==> config.mk <==
export PLATFORM = sky130hd
export DESIGN_NAME = lru_demand_paging_engine
export DESIGN_NICKNAME = d
export VERILOG_FILES = /design/src/rtl/lrudp_pkg.sv /design/src/rtl/lrudp_page_table.sv /design/src/rtl/lrudp_frame_table.sv /design/src/rtl/lru_demand_paging_engine.sv
export SDC_FILE = /design/constraint.sdc
export NUM_CORES = 1
export LEC_CHECK = 0
export BUFFER_PORTS_ARGS = -buffer_cell sky130_fd_sc_hd__buf_4
export CORE_MARGIN = 2
export CORE_UTILIZATION = 57
export CTS_BUF_LIST = sky130_fd_sc_hd__clkbuf_16
export DETAILED_ROUTE_END_ITERATION = 16
export PLACE_DENSITY_LB_ADDON = 0.08
export SLEW_MARGIN = 20
export SYNTH_ARGS = -nofsm -noshare
export SYNTH_HDL_FRONTEND = slang
export SYNTH_SLANG_ARGS = --single-unit
==> constraint.sdc <==
create_clock -name clk -period 3.9 [get_ports clk]
set_clock_uncertainty 0.2 [all_clocks]
set_input_delay 0.78 -clock clk [delete_from_list [all_inputs] [get_ports clk]]
set_output_delay 0.78 -clock clk [all_outputs]
set_load 0.02 [all_outputs]
==> src/rtl/lrudp_pkg.sv <==
// lrudp_pkg: shared types and constants of the lru demand paging engine
// depends on nothing; imported by every module of the block
package lrudp_pkg;

  localparam int ADDR_W      = 6;
  localparam int BYTE_W      = 8;
  localparam int FRAME_OUT_W = 4;
  localparam int IN_TDATA_W  = 16;
  localparam int OUT_TDATA_W = 16;

  localparam logic MODE_READ    = 1'b0;
  localparam logic MODE_WRITE   = 1'b1;
  localparam logic STATUS_OK    = 1'b0;
  localparam logic STATUS_RANGE = 1'b1;

  typedef enum logic [3:0] {
    S_IDLE,
    S_PAGE,
    S_HIT_FR,
    S_MISS_FR,
    S_MISS_VIC,
    S_MV_NEXT,
    S_MV_PREV,
    S_MV_TAIL,
    S_MV_SELF,
    S_DONE
  } state_t;

  typedef struct packed {
    logic byte_we;
    logic page_we;
    logic prev_we;
    logic next_we;
  } frame_we_t;

endpackage

==> src/rtl/lrudp_page_table.sv <==
// lrudp_page_table: per-page memory of present, dirty, frame and backing byte
// one write port, one registered read port; depends on lrudp_pkg
module lrudp_page_table
  import lrudp_pkg::*;
#(
  parameter int PAGES  = 32,
  parameter int FRAMES = 16,
  localparam int PW = $clog2(PAGES),
  localparam int FW = (FRAMES > 1) ? $clog2(FRAMES) : 1
) (
  input  logic              clk,
  input  logic              init_en,
  input  logic [PW-1:0]     init_idx,
  input  logic              rd_en,
  input  logic [PW-1:0]     rd_addr,
  input  logic              wr_en,
  input  logic [PW-1:0]     wr_addr,
  input  logic              wr_present,
  input  logic              wr_dirty,
  input  logic [FW-1:0]     wr_frame,
  input  logic [BYTE_W-1:0] wr_byte,
  output logic              rd_present,
  output logic              rd_dirty,
  output logic [FW-1:0]     rd_frame,
  output logic [BYTE_W-1:0] rd_byte
);

  localparam int WORD_W = 2 + FW + BYTE_W;

  logic [WORD_W-1:0] mem [PAGES];
  logic [WORD_W-1:0] rd_word_r;
  logic [WORD_W-1:0] init_word;
  logic              init_res;

  always_comb begin
    init_res  = int'(init_idx) < FRAMES;
    init_word = {init_res, 1'b0, (init_res ? init_idx[FW-1:0] : {FW{1'b0}}), {BYTE_W{1'b0}}};
  end

  always_ff @(posedge clk) begin
    if (init_en) begin
      mem[init_idx] <= init_word;
    end else if (wr_en) begin
      mem[wr_addr] <= {wr_present, wr_dirty, wr_frame, wr_byte};
    end
    if (rd_en) begin
      rd_word_r <= mem[rd_addr];
    end
  end

  assign {rd_present, rd_dirty, rd_frame, rd_byte} = rd_word_r;

endmodule

==> src/rtl/lrudp_frame_table.sv <==
// lrudp_frame_table: per-frame memory of byte, owning page and lru list links
// field write enables, one registered read port; depends on lrudp_pkg
module lrudp_frame_table
  import lrudp_pkg::*;
#(
  parameter int PAGES  = 32,
  parameter int FRAMES = 16,
  localparam int PW = $clog2(PAGES),
  localparam int FW = (FRAMES > 1) ? $clog2(FRAMES) : 1
) (
  input  logic              clk,
  input  logic              init_en,
  input  logic [FW-1:0]     init_idx,
  input  logic              rd_en,
  input  logic [FW-1:0]     rd_addr,
  input  frame_we_t         wr_en,
  input  logic [FW-1:0]     wr_addr,
  input  logic [BYTE_W-1:0] wr_byte,
  input  logic [PW-1:0]     wr_page,
  input  logic [FW-1:0]     wr_prev,
  input  logic [FW-1:0]     wr_next,
  output logic [BYTE_W-1:0] rd_byte_r,
  output logic [PW-1:0]     rd_page_r,
  output logic [FW-1:0]     rd_prev_r,
  output logic [FW-1:0]     rd_next_r
);

  logic [BYTE_W-1:0] byte_mem [FRAMES];
  logic [PW-1:0]     page_mem [FRAMES];
  logic [FW-1:0]     prev_mem [FRAMES];
  logic [FW-1:0]     next_mem [FRAMES];

  logic [PW+FW-1:0] idx_ext;

  assign idx_ext = {{PW{1'b0}}, init_idx};

  always_ff @(posedge clk) begin
    if (init_en) begin
      byte_mem[init_idx] <= '0;
      page_mem[init_idx] <= idx_ext[PW-1:0];
      prev_mem[init_idx] <= init_idx - FW'(1);
      next_mem[init_idx] <= init_idx + FW'(1);
    end else begin
      if (wr_en.byte_we) byte_mem[wr_addr] <= wr_byte;
      if (wr_en.page_we) page_mem[wr_addr] <= wr_page;
      if (wr_en.prev_we) prev_mem[wr_addr] <= wr_prev;
      if (wr_en.next_we) next_mem[wr_addr] <= wr_next;
    end
    if (rd_en) begin
      rd_byte_r <= byte_mem[rd_addr];
      rd_page_r <= page_mem[rd_addr];
      rd_prev_r <= prev_mem[rd_addr];
      rd_next_r <= next_mem[rd_addr];
    end
  end

endmodule

==> src/rtl/lru_demand_paging_engine.sv <==
// lru_demand_paging_engine: top level with access sequencer, lru list pointers and output register
// depends on lrudp_pkg, lrudp_page_table and lrudp_frame_table
//
// Demand-paged byte memory: PAGES one-byte logical pages over FRAMES physical frames
// (FRAMES must not exceed PAGES), least-recently-used replacement kept as a doubly
// linked list of frames in the frame table with head (oldest) and tail (newest)
// registers. One access is worked at a time: a hit steps through S_PAGE, S_HIT_FR, then
// S_MV_NEXT to S_MV_SELF, a miss adds S_MISS_VIC, an out-of-range address goes straight
// to S_DONE, which holds while the output is stalled and then loads the result into the
// output register; the steps are set by the one-port reads and the four single-entry link
// writes to the frame table. After reset a clearing pass over all PAGES entries loads the
// reset contents into both tables, and no input transfer is taken until it ends. The output
// register lets the next input transfer happen while a result waits.
module lru_demand_paging_engine
  import lrudp_pkg::*;
#(
  parameter int PAGES  = 32,
  parameter int FRAMES = 16
) (
  input  logic                   clk,
  input  logic                   rst_n,
  input  logic                   in_tvalid,
  output logic                   in_tready,
  input  logic [IN_TDATA_W-1:0]  in_tdata,   // address[5:0], write_data[13:6], zero
  input  logic                   in_tuser,   // mode[0]
  output logic                   out_tvalid,
  input  logic                   out_tready,
  output logic [OUT_TDATA_W-1:0] out_tdata,  // read_data[7:0], frame[11:8], page_fault[12], zero
  output logic                   out_tuser   // status[0]
);

  localparam int PW = $clog2(PAGES);
  localparam int FW = (FRAMES > 1) ? $clog2(FRAMES) : 1;

  state_t state_r, state_nxt;

  logic              clearing_r, clearing_nxt;
  logic [PW-1:0]     clr_cnt_r, clr_cnt_nxt;
  logic [FW-1:0]     head_r, head_nxt;
  logic [FW-1:0]     tail_r, tail_nxt;

  logic              mode_r, mode_nxt;
  logic [PW-1:0]     pidx_r, pidx_nxt;
  logic [BYTE_W-1:0] wdata_r, wdata_nxt;
  logic              status_r, status_nxt;
  logic              fault_r, fault_nxt;
  logic              dirty_r, dirty_nxt;
  logic [FW-1:0]     f_r, f_nxt;
  logic [FW-1:0]     prev_r, prev_nxt;
  logic [FW-1:0]     next_r, next_nxt;
  logic [BYTE_W-1:0] ldbyte_r, ldbyte_nxt;
  logic [BYTE_W-1:0] oldbyte_r, oldbyte_nxt;
  logic [BYTE_W-1:0] rdata_r, rdata_nxt;
  logic [PW-1:0]     vpage_r, vpage_nxt;
  logic              at_head_r, at_head_nxt;
  logic              at_tail_r, at_tail_nxt;
  logic              nxt_tail_r, nxt_tail_nxt;

  logic              out_valid_r, out_valid_nxt;
  logic              out_status_r, out_status_nxt;
  logic [BYTE_W-1:0] out_rdata_r, out_rdata_nxt;
  logic [FRAME_OUT_W-1:0] out_frame_r, out_frame_nxt;
  logic              out_fault_r, out_fault_nxt;

  logic              pt_rd_en, pt_wr_en, pt_wr_present, pt_wr_dirty;
  logic [PW-1:0]     pt_rd_addr, pt_wr_addr;
  logic [FW-1:0]     pt_wr_frame;
  logic [BYTE_W-1:0] pt_wr_byte;
  logic              pt_present, pt_dirty;
  logic [FW-1:0]     pt_frame;
  logic [BYTE_W-1:0] pt_byte;

  logic              ft_rd_en, ft_init_en;
  logic [FW-1:0]     ft_rd_addr, ft_wr_addr, ft_wr_prev, ft_wr_next;
  frame_we_t         ft_wr_en;
  logic [BYTE_W-1:0] ft_wr_byte, ft_byte;
  logic [PW-1:0]     ft_wr_page, ft_page;
  logic [FW-1:0]     ft_prev, ft_next;

  logic [ADDR_W-1:0]    in_address;
  logic [PW+ADDR_W-1:0] addr_ext;
  logic                 addr_bad;
  logic [FW+FRAME_OUT_W-1:0] f_ext;

  assign in_address = in_tdata[ADDR_W-1:0];
  assign addr_ext   = {{PW{1'b0}}, in_address};
  assign addr_bad   = int'(in_address) >= PAGES;
  assign f_ext      = {{FRAME_OUT_W{1'b0}}, f_r};
  assign ft_init_en = clearing_r && (int'(clr_cnt_r) < FRAMES);

  lrudp_page_table #(.PAGES(PAGES), .FRAMES(FRAMES)) u_page_table (
    .clk        (clk),
    .init_en    (clearing_r),
    .init_idx   (clr_cnt_r),
    .rd_en      (pt_rd_en),
    .rd_addr    (pt_rd_addr),
    .wr_en      (pt_wr_en),
    .wr_addr    (pt_wr_addr),
    .wr_present (pt_wr_present),
    .wr_dirty   (pt_wr_dirty),
    .wr_frame   (pt_wr_frame),
    .wr_byte    (pt_wr_byte),
    .rd_present (pt_present),
    .rd_dirty   (pt_dirty),
    .rd_frame   (pt_frame),
    .rd_byte    (pt_byte)
  );

  lrudp_frame_table #(.PAGES(PAGES), .FRAMES(FRAMES)) u_frame_table (
    .clk       (clk),
    .init_en   (ft_init_en),
    .init_idx  (clr_cnt_r[FW-1:0]),
    .rd_en     (ft_rd_en),
    .rd_addr   (ft_rd_addr),
    .wr_en     (ft_wr_en),
    .wr_addr   (ft_wr_addr),
    .wr_byte   (ft_wr_byte),
    .wr_page   (ft_wr_page),
    .wr_prev   (ft_wr_prev),
    .wr_next   (ft_wr_next),
    .rd_byte_r (ft_byte),
    .rd_page_r (ft_page),
    .rd_prev_r (ft_prev),
    .rd_next_r (ft_next)
  );

  always_comb begin
    state_nxt     = state_r;
    clearing_nxt  = clearing_r;
    clr_cnt_nxt   = clr_cnt_r;
    head_nxt      = head_r;
    tail_nxt      = tail_r;
    mode_nxt      = mode_r;
    pidx_nxt      = pidx_r;
    wdata_nxt     = wdata_r;
    status_nxt    = status_r;
    fault_nxt     = fault_r;
    dirty_nxt     = dirty_r;
    f_nxt         = f_r;
    prev_nxt      = prev_r;
    next_nxt      = next_r;
    ldbyte_nxt    = ldbyte_r;
    oldbyte_nxt   = oldbyte_r;
    rdata_nxt     = rdata_r;
    vpage_nxt     = vpage_r;
    at_head_nxt   = at_head_r;
    at_tail_nxt   = at_tail_r;
    nxt_tail_nxt  = nxt_tail_r;
    out_valid_nxt = out_valid_r && !out_tready;
    out_status_nxt = out_status_r;
    out_rdata_nxt  = out_rdata_r;
    out_frame_nxt  = out_frame_r;
    out_fault_nxt  = out_fault_r;

    in_tready     = 1'b0;
    pt_rd_en      = 1'b0;
    pt_rd_addr    = pidx_r;
    pt_wr_en      = 1'b0;
    pt_wr_addr    = pidx_r;
    pt_wr_present = 1'b1;
    pt_wr_dirty   = 1'b0;
    pt_wr_frame   = f_r;
    pt_wr_byte    = ldbyte_r;
    ft_rd_en      = 1'b0;
    ft_rd_addr    = f_r;
    ft_wr_en      = '0;
    ft_wr_addr    = f_r;
    ft_wr_byte    = (mode_r == MODE_WRITE) ? wdata_r : ldbyte_r;
    ft_wr_page    = pidx_r;
    ft_wr_prev    = prev_r;
    ft_wr_next    = next_r;

    if (clearing_r) begin
      clr_cnt_nxt = clr_cnt_r + PW'(1);
      if (clr_cnt_r == PW'(PAGES - 1)) clearing_nxt = 1'b0;
    end

    case (state_r)
      S_IDLE: begin
        in_tready = !clearing_r;
        if (in_tvalid && !clearing_r) begin
          mode_nxt  = in_tuser;
          pidx_nxt  = addr_ext[PW-1:0];
          wdata_nxt = in_tdata[ADDR_W+BYTE_W-1:ADDR_W];
          fault_nxt = 1'b0;
          if (addr_bad) begin
            status_nxt = STATUS_RANGE;
            f_nxt      = '0;
            rdata_nxt  = '0;
            state_nxt  = S_DONE;
          end else begin
            status_nxt = STATUS_OK;
            pt_rd_en   = 1'b1;
            pt_rd_addr = addr_ext[PW-1:0];
            state_nxt  = S_PAGE;
          end
        end
      end
      S_PAGE: begin
        ldbyte_nxt = pt_byte;
        dirty_nxt  = pt_dirty;
        ft_rd_en   = 1'b1;
        if (pt_present) begin
          f_nxt      = pt_frame;
          ft_rd_addr = pt_frame;
          state_nxt  = S_HIT_FR;
        end else begin
          fault_nxt  = 1'b1;
          f_nxt      = head_r;
          ft_rd_addr = head_r;
          state_nxt  = S_MISS_FR;
        end
      end
      S_HIT_FR, S_MISS_FR: begin
        prev_nxt     = ft_prev;
        next_nxt     = ft_next;
        oldbyte_nxt  = ft_byte;
        vpage_nxt    = ft_page;
        at_head_nxt  = f_r == head_r;
        at_tail_nxt  = f_r == tail_r;
        nxt_tail_nxt = ft_next == tail_r;
        if (state_r == S_MISS_FR) begin
          pt_rd_en   = 1'b1;
          pt_rd_addr = ft_page;
          state_nxt  = S_MISS_VIC;
        end else begin
          state_nxt  = S_MV_NEXT;
        end
      end
      S_MISS_VIC: begin
        pt_wr_en      = 1'b1;
        pt_wr_addr    = vpage_r;
        pt_wr_present = 1'b0;
        pt_wr_dirty   = 1'b0;
        pt_wr_frame   = pt_frame;
        pt_wr_byte    = pt_dirty ? oldbyte_r : pt_byte;
        state_nxt     = S_MV_NEXT;
      end
      S_MV_NEXT: begin
        pt_wr_en    = 1'b1;
        pt_wr_dirty = fault_r ? mode_r : (dirty_r || mode_r);
        if (!at_tail_r) begin
          ft_wr_en.prev_we = 1'b1;
          ft_wr_en.next_we = nxt_tail_r;
          ft_wr_addr       = next_r;
          ft_wr_next       = f_r;
          if (at_head_r) head_nxt = next_r;
        end
        state_nxt = S_MV_PREV;
      end
      S_MV_PREV: begin
        if (!at_tail_r && !at_head_r) begin
          ft_wr_en.next_we = 1'b1;
          ft_wr_addr       = prev_r;
        end
        state_nxt = S_MV_TAIL;
      end
      S_MV_TAIL: begin
        if (!at_tail_r && !nxt_tail_r) begin
          ft_wr_en.next_we = 1'b1;
          ft_wr_addr       = tail_r;
          ft_wr_next       = f_r;
        end
        state_nxt = S_MV_SELF;
      end
      S_MV_SELF: begin
        ft_wr_en.prev_we = !at_tail_r;
        ft_wr_en.byte_we = fault_r || (mode_r == MODE_WRITE);
        ft_wr_en.page_we = fault_r;
        ft_wr_prev       = tail_r;
        tail_nxt         = f_r;
        if (mode_r == MODE_WRITE) rdata_nxt = '0;
        else rdata_nxt = fault_r ? ldbyte_r : oldbyte_r;
        state_nxt = S_DONE;
      end
      S_DONE: begin
        if (!out_valid_r || out_tready) begin
          out_valid_nxt  = 1'b1;
          out_status_nxt = status_r;
          out_rdata_nxt  = rdata_r;
          out_frame_nxt  = f_ext[FRAME_OUT_W-1:0];
          out_fault_nxt  = fault_r;
          state_nxt      = S_IDLE;
        end
      end
      default: begin
        state_nxt = S_IDLE;
      end
    endcase
  end

  always_ff @(posedge clk) begin
    if (!rst_n) begin
      state_r     <= S_IDLE;
      clearing_r  <= 1'b1;
      clr_cnt_r   <= '0;
      head_r      <= '0;
      tail_r      <= FW'(FRAMES - 1);
      out_valid_r <= 1'b0;
    end else begin
      state_r     <= state_nxt;
      clearing_r  <= clearing_nxt;
      clr_cnt_r   <= clr_cnt_nxt;
      head_r      <= head_nxt;
      tail_r      <= tail_nxt;
      out_valid_r <= out_valid_nxt;
    end
  end

  always_ff @(posedge clk) begin
    mode_r       <= mode_nxt;
    pidx_r       <= pidx_nxt;
    wdata_r      <= wdata_nxt;
    status_r     <= status_nxt;
    fault_r      <= fault_nxt;
    dirty_r      <= dirty_nxt;
    f_r          <= f_nxt;
    prev_r       <= prev_nxt;
    next_r       <= next_nxt;
    ldbyte_r     <= ldbyte_nxt;
    oldbyte_r    <= oldbyte_nxt;
    rdata_r      <= rdata_nxt;
    vpage_r      <= vpage_nxt;
    at_head_r    <= at_head_nxt;
    at_tail_r    <= at_tail_nxt;
    nxt_tail_r   <= nxt_tail_nxt;
    out_status_r <= out_status_nxt;
    out_rdata_r  <= out_rdata_nxt;
    out_frame_r  <= out_frame_nxt;
    out_fault_r  <= out_fault_nxt;
  end

  assign out_tvalid = out_valid_r;
  assign out_tuser  = out_status_r;
  assign out_tdata  = {{(OUT_TDATA_W - BYTE_W - FRAME_OUT_W - 1){1'b0}},
                       out_fault_r, out_frame_r, out_rdata_r};

`ifndef NO_ASSERTIONS
  a_list_ends_apart: assert property (@(posedge clk) disable iff (!rst_n)
    (FRAMES > 1 && !clearing_r && state_r == S_IDLE) |-> (head_r != tail_r))
    else $error("lru head and tail coincide");

  a_hit_owner: assert property (@(posedge clk) disable iff (!rst_n)
    (state_r == S_HIT_FR) |-> (ft_page == pidx_r))
    else $error("hit frame not owned by requested page");

  a_victim_resident: assert property (@(posedge clk) disable iff (!rst_n)
    (state_r == S_MISS_VIC) |-> (pt_present && vpage_r != pidx_r))
    else $error("evicted page not resident");
`endif

endmodule

==> results.toml <==
[place]
preCtsSetupSlack_ns = 0.204
placed_area_sq_um = 39000
hpwl_um = 53400
routabilityCongestion = 0.879
port_buffers = 34

[worst_setup_path]
ff2ff_setup_slack_ns = 0.29
crit_path_max_fanout = 15
cpPeakStageDelay_ns = 0.63
cp-endpoint = "u_page_table.rd_word_r[6]"
worst_r2r_path_depth = 8
path_class = "reg -> reg"
r2r-start = "state_r[0]"
critPathLaunch = "state_r[0]"
r2r_end = "u_page_table.rd_word_r[6]"
worstPathArrival_ns = 3.73
crit_chain = "nor4_2 -> a21oi_2 -> a221oi_4 -> and2_2 -> buf_4 -> nand3_1 -> o2111ai_1 -> nand4_1"
end_kind = "flop"
crit_required_ns = 4.01
cp_slowest_cell = "nor4_2"
cp-start-kind = "flop"

[sta]
slew_headroom_pct = 28.0
fin_crit_sh_pct = 92.6
setup_violations = 0
fin_hold_ws_ns = 0.131
slew_violations = 0
period_minus_slack_ns = 3.61
rsz0062_at_grt = "no"
tightest_slew_ns = 1.07
fin_ws_ns = 0.289
final.setup.tns_ns = 0
hold_violations = 0
max_freq_ghz = 0.277

[route]
drc = 0
vias_per_cell = 6.03
drtIter0Drc = 2292
vias = 20600
routedWlPerCell_um = 24.3
ant_nets = 0
routed_wl_um = 83100
firstDrtPassIters = 6

[global_route]
grt_first_pass_wirelength_um = 125000
grt_max_degree = 63
grt_overflow = 0
antenna_found_initial = 2
grtUsageTotal_pct = 25.2
grt_pass1_vias = 20400

[cts]
cts_tree = "yes"
cts_max_level = 3
clockBufferDepth = 3
cts_hold_buffers = 0
cts_sinks = 913
cts_root_buffer = "clkbuf_16"
numCtsBuffers = 91
clk_pin_slew_ns = 0.06
ctsResizeCount = 0
clk_latency_ns = 0.64
cts_setup_buffers = 0

[layout]
fin_area_sq_um = 41900
synthToLayoutAreaGrowth_pct = 14.1
drive_gt1_share_pct = 17.6
nets = 2509

[floorplan]
core-area_sq_um = 64100
die_area_sq_um = 66500
rows = 93
die_y_um = 258
die_x_um = 258
num_io_pins = 40
start_util_pct = 57.3

[logic_synthesis]
synth_ff_type = "edfxtp_1"
synth_cell_types = 62
netlist_area_sq_um = 36700
synth-edff-count = 894
ys_ff_latch = 913
syn_inst = 2333
syn_area_per_cell_sq_um = 15.7
ys_seq_area_share_pct = 74.1
synth-async-reset-ratio_pct = 0
yosysWarnings = 0

[power_and_ir_drop]
switching_share_pct = 19.9
p_per_area_nw_per_um2 = 469
p_switching_uw = 3910
p_comb_share_pct = 2.0
power.internal_uw = 15800
seq_power_share_pct = 55.4
ir_drop_v = 0.000380
power.leakage_uw = 0.0141
clkPwrFrac_pct = 42.6

[run_status]
status = "completed"

[hold_path]
hp-class = "in -> reg"

[flow_run]
drv_cap = 0
sequential cells by signal, indices dropped and copies added, names as in the netlist, 5 cells and up:
| signal | count |
|---|---|
| u_page_table.mem | 448 |
| u_frame_table.byte_mem | 128 |
| u_frame_table.page_mem | 80 |
| u_frame_table.next_mem | 64 |
| u_frame_table.prev_mem | 64 |
| u_page_table.rd_word_r | 14 |
| ldbyte_r | 8 |
| oldbyte_r | 8 |
| out_rdata_r | 8 |
| rdata_r | 8 |
| u_frame_table.rd_byte_r | 8 |
| wdata_r | 8 |
| clr_cnt_r | 5 |
| ft_wr_page | 5 |
| u_frame_table.rd_page_r | 5 |
| vpage_r | 5 |
cell families after synthesis:
| group | after synthesis | share of synthesized area [%] |
|---|---|---|
| flops | 913 | 74.1 |
| simple gates | 827 | 10.0 |
| mux | 274 | 10.3 |
| compound gates | 154 | 3.04 |
| buf+inv | 142 | 1.88 |
| xor+xnor | 19 | 0.453 |
| fa+ha+maj | 3 | 0.102 |
| other cells | 1 | 0.0102 |
critical path, delay by kind of cell (launching register included):
family | cells | cell delay (ns)
AND/OR/NAND/NOR | 4 | 1.48
AO/OA/AOI/OAI | 3 | 0.89
flip-flops | 1 | 0.47
buffers and inverters | 1 | 0.23
placed cells by master, fill, tap and decap left out, types with 19 or more instances in the layout:
| master | n |
|---|---|
| nand4_1 | 57 |
| a32oi_1 | 28 |
| mux2i_1 | 186 |
| inv_1 | 28 |
| nand2_1 | 389 |
| nand3_1 | 135 |
| a21oi_1 | 30 |
| mux4_2 | 84 |
| clkbuf_16 | 92 |
| dfxtp_1 | 19 |
| buf_4 | 173 |
| edfxtp_1 | 894 |
| nor2_1 | 150 |
layer usage:
metal / up-vias / GRT usage (%) / share of wire (%)
met3: 123 / 4.55 / 7.8
li1: 9250 / - / -
met1: 10500 / 37.2 / 43
met5: - / 0 / 0.014
met4: 2 / 6.17 / 1.8
met2: 717 / 39.6 / 47
power groups by stage:
| stage | logic [uW] | registers (uW) | clock network [uW] |
|---|---|---|---|
| 6_report | 387 | 10900 | 8390 |
| 5_1_grt | 419 | 10900 | 8900 |
| 4_1_cts | 387 | 10900 | 8510 |
| 3_5_place_dp | 385 | 11100 | 0 |
| 3_3_place_gp | 374 | 11100 | 0 |
| 2_1_floorplan | 207 | 11100 | 0 |
cell type report:
cell class                      instances  area (sq um)
Tap cell                              855          1070
Sequential cell                       913         27200
Clock buffer                           92          2300
Antenna cell                            1          2.50
Clock inverter                         73           572
Timing Repair Buffer                  191          1660
Fill cell                            4452         22200
Inverter                                8          30.0
Multi-Input combinational cell       1280          9040
cell usage after synthesis, types with 14 or more instances:
| library cell | n | area (sq um) |
|---|---|---|
| o2111ai_1 | 14 | 123 |
| clkbuf_1 | 66 | 248 |
| nand3_1 | 135 | 676 |
| xor2_1 | 15 | 131 |
| buf_2 | 35 | 175 |
| o21ai_0 | 16 | 80.1 |
| edfxtp_1 | 894 | 26800 |
| dfxtp_1 | 19 | 380 |
| nor2_1 | 154 | 578 |
| nor3_1 | 15 | 75.1 |
| a32oi_1 | 28 | 245 |
| nand4_1 | 57 | 357 |
| nand2_1 | 389 | 1460 |
| a31oi_1 | 16 | 100 |
| mux2i_1 | 186 | 1860 |
| a21oi_1 | 38 | 190 |
| mux4_2 | 84 | 1890 |
per-stage QoR:
| stage | utilization (%) | total power (uW) | instances |
|---|---|---|---|
| global route | 65.4 | 20200 | 3412 |
| global placement | 60.9 | 11500 | 3247 |
| detailed placement | 60.9 | 11500 | 3247 |
| finish | 65.4 | 19700 | 3413 |
| floorplan | - | 11300 | 2335 |
| CTS | 65.3 | 19800 | 3412 |
worst min path at each step:
stage	startpoint	endpoint	cells after the start
floorplan	u_frame_table.rd_byte_r[0]	oldbyte_r[0]	0
global placement	u_frame_table.rd_byte_r[0]	oldbyte_r[0]	0
detailed placement	u_frame_table.rd_prev_r[3]	prev_r[3]	0
CTS	in_tdata[11]	wdata_r[5]	1
global route	in_tdata[11]	wdata_r[5]	1
finish	in_tdata[6]	wdata_r[0]	1
(Power assumes the default switching activity.)
